`src/rtl/sbd_pkg.sv`:
```
// Shared types, constants and register codes for the subband energy beat detector.
`default_nettype none
package sbd_pkg;

  localparam int SUBBANDS_DEF         = 32;
  localparam int BINS_PER_BAND_DEF    = 32;
  localparam int HISTORY_DEPTH_DEF    = 43;
  localparam int BEAT_QUEUE_DEPTH_DEF = 16;

  localparam int ITEM_FIFO_DEPTH = 4;

  localparam int RATIO_W  = 12;
  localparam int CUTOFF_W = 16;
  localparam int CFG_W    = 16;

  localparam logic [RATIO_W-1:0]  RATIO_RESET  = 12'd384;
  localparam logic [CUTOFF_W-1:0] CUTOFF_RESET = 16'd1000;

  localparam logic CFG_ENERGY_RATIO = 1'b0;
  localparam logic CFG_BEAT_CUTOFF  = 1'b1;

  localparam logic [22:0] BPM_SCALE = 23'd6000000;
  localparam logic [19:0] BPM_MAX   = 20'd999999;

  typedef struct packed {
    logic signed [15:0] left_bin;
    logic signed [15:0] right_bin;
    logic [31:0]        time_ms;
  } in_item_t;

  typedef struct packed {
    logic [4:0]  band_index;
    logic [31:0] instant_energy;
    logic [31:0] average_energy;
    logic        beat_now;
    logic        beat_onset;
    logic [4:0]  beats_queued;
    logic [19:0] bpm_centi;
    logic        bpm_valid;
    logic        frame_last;
  } out_item_t;

endpackage
`default_nettype wire

```
`src/rtl/sbd_fifo.sv`:
```
// Small queue of closed subband items between the front and back ends.
`default_nettype none
module sbd_fifo import sbd_pkg::*; #(
  parameter int W     = 8,
  parameter int DEPTH = ITEM_FIFO_DEPTH
) (
  input  wire logic         clk,
  input  wire logic         rst_n,
  input  wire logic         push,
  input  wire logic [W-1:0] wdata,
  input  wire logic         pop,
  output logic [W-1:0]      rdata,
  output logic              empty,
  output logic              full
);

  localparam int PTR_W = $clog2(DEPTH);

  logic [W-1:0]     store [DEPTH];
  logic [PTR_W-1:0] wr_r;
  logic [PTR_W-1:0] rd_r;
  logic [PTR_W:0]   cnt_r;

  assign empty = (cnt_r == '0);
  assign full  = (cnt_r == (PTR_W+1)'(DEPTH));
  assign rdata = store[rd_r];

  always_ff @(posedge clk) begin
    if (!rst_n) begin
      wr_r  <= '0;
      rd_r  <= '0;
      cnt_r <= '0;
    end else begin
      if (push) begin
        wr_r <= (wr_r == PTR_W'(DEPTH - 1)) ? '0 : wr_r + 1'b1;
      end
      if (pop) begin
        rd_r <= (rd_r == PTR_W'(DEPTH - 1)) ? '0 : rd_r + 1'b1;
      end
      if (push && !pop) begin
        cnt_r <= cnt_r + 1'b1;
      end else if (pop && !push) begin
        cnt_r <= cnt_r - 1'b1;
      end
    end
  end

  always_ff @(posedge clk) begin
    if (push) begin
      store[wr_r] <= wdata;
    end
  end

endmodule
`default_nettype wire

```
`config.mk`:
```
export PLATFORM = sky130hd
export DESIGN_NAME = sbd_fifo
export DESIGN_NICKNAME = d
export VERILOG_FILES = /design/src/rtl/sbd_pkg.sv /design/src/rtl/sbd_fifo.sv
export SDC_FILE = /design/constraint.sdc
export NUM_CORES = 1
export LEC_CHECK = 0
export ABC_AREA = 1
export BUFFER_PORTS_ARGS = -buffer_cell sky130_fd_sc_hd__buf_2
export CORE_MARGIN = 1
export CORE_UTILIZATION = 45
export CTS_CLUSTER_DIAMETER = 100
export DETAILED_ROUTE_END_ITERATION = 6
export SLEW_MARGIN = 20
export SYNTH_ARGS = -nofsm -noshare
export SYNTH_HDL_FRONTEND = slang
export SYNTH_SLANG_ARGS = --single-unit
export TNS_END_PERCENT = 10
```
`constraint.sdc`:
```
create_clock -name clk -period 1.8 [get_ports clk]
set_clock_uncertainty 0.15 [all_clocks]
set_input_delay 0.18 -clock clk [delete_from_list [all_inputs] [get_ports clk]]
set_output_delay 0.18 -clock clk [all_outputs]
set_load 0.02 [all_outputs]
```
Word-level counts from Yosys, hierarchy flattened
Memory sizes are Yosys's and may differ from the RTL's. A register that Yosys moved wholly into a read port is not among the register bits.
Cells that the tools add are included.
{"block": "totals", "mem_count": 1, "ff_bits": 7, "wordCells": 25, "in_bits": 12, "ram_bits": 32}
{"block": "classes", "eq_ne": 3, "mux": 8, "addsub": 4, "reduce_logical": 6}
{"name": "store", "depth": 4, "word_bits": 8, "rd": 1, "rd_clocked_by_memory_dff": 1, "write_ports": 1, "line_no": "sbd_fifo.sv:19", "rtl": "logic [W-1:0] store [DEPTH];"}
{"op": "2-bit two-way mux", "n": 4}
{"op": "3-bit two-way mux", "n": 2}
{"op": "2-bit by 1-bit adder with 2-bit output (second input constant)", "n": 2}
{"op": "2-bit equality test (second input constant)", "n": 2}
{"op": "3-bit by 1-bit adder with 3-bit output (second input constant)", "n": 1}
{"op": "3-bit equality test (second input constant)", "n": 1}
{"op": "3-bit logical NOT", "n": 1}
{"op": "3-bit by 1-bit subtractor with 3-bit output (second input constant)", "n": 1}
{"op": "1-bit logical AND", "n": 2}
{"op": "1-bit logical NOT", "n": 2}
{"op": "1-bit two-way mux", "n": 2}
{"op": "2-bit nonzero test", "n": 1}

Longest topological paths before layout
{"block": "logic_depth", "ltp_word": 4, "ltp_mapped": 10, "depth_no_buf": 10}

Least setup slack after synthesis
Ideal clock, no wire load.
{"block": "synth_path", "path_kind": "input -> register", "from": "input port pop", "to": "register cnt_r[2]", "slack_ps": 419, "t_arrival_ps": 1121, "n_path_buf": 0, "required_ps": 1540, "path_stages": 10, "cell_sequence": "inv_1 -> ha_1 -> inv_1 -> fa_1 -> inv_1 -> nand2_1 -> nand3_1 -> nand2_1 -> inv_1 -> nor2_1"}
{"block": "synth_between", "elab_chain_cells": 3, "word_cells_on_any_way": 5, "classes_between": "mux: 1; reduce/logical: 4"}
{"element": "start, declared", "line_no": "sbd_fifo.sv:11", "rtl": "input wire logic pop,"}
{"element": "1-bit logical NOT", "line_no": "sbd_fifo.sv:40", "rtl": "if (push && !pop) begin"}
{"element": "1-bit logical AND", "line_no": "sbd_fifo.sv:40"}
{"element": "3-bit two-way mux or 2-bit nonzero test (tied branches)"}
{"element": "end signal, assigned", "line_no": "sbd_fifo.sv:41", "rtl": "cnt_r <= cnt_r + 1'b1;"}
{"element": "end signal, assigned", "line_no": "sbd_fifo.sv:43", "rtl": "cnt_r <= cnt_r - 1'b1;"}
{"element": "end, declared", "line_no": "sbd_fifo.sv:22", "rtl": "logic [PTR_W:0] cnt_r;"}
Several ways; a longest one is shown, not always the timed one.
A chain may end at the register's enable or synchronous reset.

==> flow_summary.json <==
{
  "rsz0062_at_grt": "true",
  "synth_top_area_share_pct": 58.18,
  "async_reset_ff_share_pct": 0,
  "utilization_pct": 58.10,
  "viasPerCell": 4.955,
  "grt_overflow": 0,
  "p_sw_uw": 476.9,
  "clkLatencyLatePin_ns": 0.33,
  "n_antenna_cell": 0,
  "cp_max_fo": 9,
  "io_pins": 22,
  "drc": 0,
  "nNetsFinal": 192,
  "grt_use_total_pct": 17.12,
  "intPower_mw": 1.408,
  "hpwl_mm": 1.972,
  "ys_top_cells_by_count": "edfxtp_1 (32), nor2_1 (22), inv_1 (15), o21ai_0 (15), dfxtp_1 (9)",
  "arrival_ns": 1.34,
  "crit_path_start_kind": "flip-flop",
  "core_mm2": 0.003416,
  "slew_headroom_pct": 74.37,
  "p_leak_nw": 0.8052,
  "fin_tns_setup_ns": 0,
  "synthXorXnorAreaFrac_pct": 0.5303,
  "p_seq_share_pct": 58.6,
  "tightest_slew_ns": 0.3841,
  "synthTopCellsByArea": "edfxtp_1 (58%), dfxtp_1 (11%), nor2_1 (5.0%)",
  "numClockSinks": 41,
  "place.gp.congestion": 0.8135,
  "hold_class": "input pin to flip-flop",
  "slew_violations": 0,
  "status": "completed",
  "root_buffer": "clkbuf_4",
  "antenna_found_initial": 0,
  "cts_buffers": 5,
  "reg2regPathDepth": 3,
  "r2r_start": "wr_r[0]",
  "yosys.area_share.simple_pct": 9.470,
  "end_kind": "output port",
  "max_cap_violations": 0,
  "synth_most_common_cell": "edfxtp_1",
  "areaGrowthSynthToFinish_pct": 20.15,
  "drt_first_iter_violations": 37,
  "min_period_ns": 1.667,
  "finalHoldViolations": 0,
  "cts_tree": "yes",
  "die_x_um": 62.58,
  "synth_cell_types": 19,
  "min_from": "pop",
  "power.density_mw_per_mm2": 950.0,
  "final_antenna_net_count": 0,
  "yosys_warnings": 0,
  "register_area_mm2": 0.001146,
  "grt_pass1_vias": 1074,
  "first_pass_iters": 4,
  "fmax_mhz": 599.7,
  "swShare_pct": 25.30,
  "ir_drop_v": 0.0004965,
  "num-fill-cells": 297,
  "die_area_mm2": 0.003916,
  "syn_nets": 154,
  "synth_top_family_by_area": "compound AO/OA/AOI/OAI gates",
  "multi_input_area_um2": 427.9,
  "criticalPathCategory": "flip-flop to output port",
  "synth_compound_area_share_pct": 10.15,
  "htreeDepth": 2,
  "netlist_area_mm2": 0.001652,
  "grt_max_degree": 17,
  "clk_pin_slew_ns": 0.11,
  "vias": 1090,
  "p_comb_share_pct": 15.0,
  "initial_core_util_pct": 48.35,
  "portBuffers": 21,
  "hold_depth": 4,
  "yosysTopAreaCell": "edfxtp_1",
  "totalWireLength_mm": 2.874,
  "worstPathRequired_ns": 1.47,
  "rows": 21,
  "yosysSeqAreaShare_pct": 69.09,
  "post-route-period-util_pct": 92.64,
  "drive_above_1_share_pct": 22.41,
  "synth_seq_cells": 41,
  "die_y_um": 62.58,
  "clockBufferDepth": 2,
  "synth_adder_area_share_pct": 5.758,
  "synth_edf_count": 32,
  "setup_viol": 0,
  "r2r_slack_ns": 0.35,
  "p_clk_share_pct": 26.3,
  "netlist_instances": 135,
  "r2r_end": "store[3][5]",
  "muxShareOfSynthArea_pct": 0,
  "wl_per_cell_um": 13.06,
  "syn_avg_cell_area_um2": 12.23,
  "placed_cells": 202,
  "grt_pass1_wl_mm": 5.009,
  "stdcell_count": 220,
  "hold_slack_ns": 0.03075,
  "dominantRegCellSynth": "edfxtp_1"
}
==> state kept, by name, summed over array words and instances, names as in the netlist, named ones only <==
signal and count:
store 32, cnt_r 3, rd_r 2, wr_r 2
==> how the worst max path moves through the flow <==
stage                         start        to  depth (start not counted)
after global placement          pop  cnt_r[2]                         11
final                     flip-flop  rdata[0]                          4
after CTS                 flip-flop  rdata[0]                          4
after detailed placement        pop  cnt_r[2]                         10
after global routing      flip-flop  rdata[0]                          4
after floorplan                 pop  cnt_r[2]                         10
==> what timing repair did <==
action / CTS / global route
gates resized for setup: 2 / 4
setup buffers: 0 / 0
hold buffers: 10 / 0
hold endpoints to repair: 37 / 0
setup endpoints to repair: 8 / 8
==> area by class of cell <==
| type | instances | area share [%] |
|---|---|---|
| clock inverter | 1 | 0.2522 |
| sequential | 41 | 57.76 |
| timing repair buffer | 33 | 11.10 |
| tap | 46 | 2.900 |
| multi-input combinational | 76 | 21.56 |
| clock buffer | 7 | 3.279 |
| inverter | 16 | 3.153 |
==> metal layers <==
metal | track usage, % | routed length, um | vias up | part of all wire (%)
met4 | 6.105 | 48 | 0 | 1.7
li1 | - | - | 547 | -
met5 | 0 | 0 | - | 0
met2 | 28.94 | 1462 | 18 | 51
met3 | 5.474 | 79 | 7 | 2.7
met1 | 20.39 | 1283 | 518 | 45
==> critical path: stages, from the launching register on <==
cell	delay (ns)
dfxtp_2	0.40
inv_2	0.16
o21ai_0	0.11
o22ai_1	0.15
buf_2	0.19
==> through the flow <==
stage | instance area [um2] | setup WS [ns] | power [mW]
finish | 1984 | 0.1325 | 1.885
global placement | 1807 | 0.2695 | 1.384
CTS | 1978 | 0.01326 | 1.908
floorplan | 1652 | 0.4194 | 1.300
detailed placement | 1807 | 0.1898 | 1.396
global route | 1984 | 0.005058 | 1.988
==> power groups by stage <==
stage / Combinational (mW) / Sequential, mW / Clock, mW
2_1_floorplan: 0.181 / 1.12 / 0
3_3_place_gp: 0.258 / 1.13 / 0
3_5_place_dp: 0.269 / 1.13 / 0
4_1_cts: 0.286 / 1.11 / 0.516
5_1_grt: 0.322 / 1.11 / 0.553
6_report: 0.284 / 1.11 / 0.496
==> kinds of logic after synthesis <==
group           Yosys count
compound gates           30
flops                    41
xor+xnor                  1
buf+inv                  18
simple gates             38
fa+ha+maj                 7
==> layout by cell type, fill, tap and decap left out, types with 2 or more instances in the layout <==
| cell | synthesis | layout |
|---|---|---|
| a21oi_1 | 3 | 3 |
| buf_2 | 0 | 21 |
| buf_4 | 0 | 2 |
| clkbuf_4 | 0 | 5 |
| clkbuf_8 | 0 | 2 |
| dfxtp_1 | 9 | 7 |
| dlygate4sd3_1 | 0 | 10 |
| edfxtp_1 | 32 | 32 |
| ha_1 | 6 | 6 |
| inv_1 | 15 | 14 |
| nand2_1 | 8 | 8 |
| nor2_1 | 22 | 22 |
| nor2_2 | 2 | 2 |
| nor3_1 | 4 | 4 |
| o21ai_0 | 15 | 15 |
| o21ai_1 | 2 | 2 |
| o21ai_2 | 2 | 2 |
| o22ai_1 | 8 | 8 |
(Power assumes the default switching activity.)
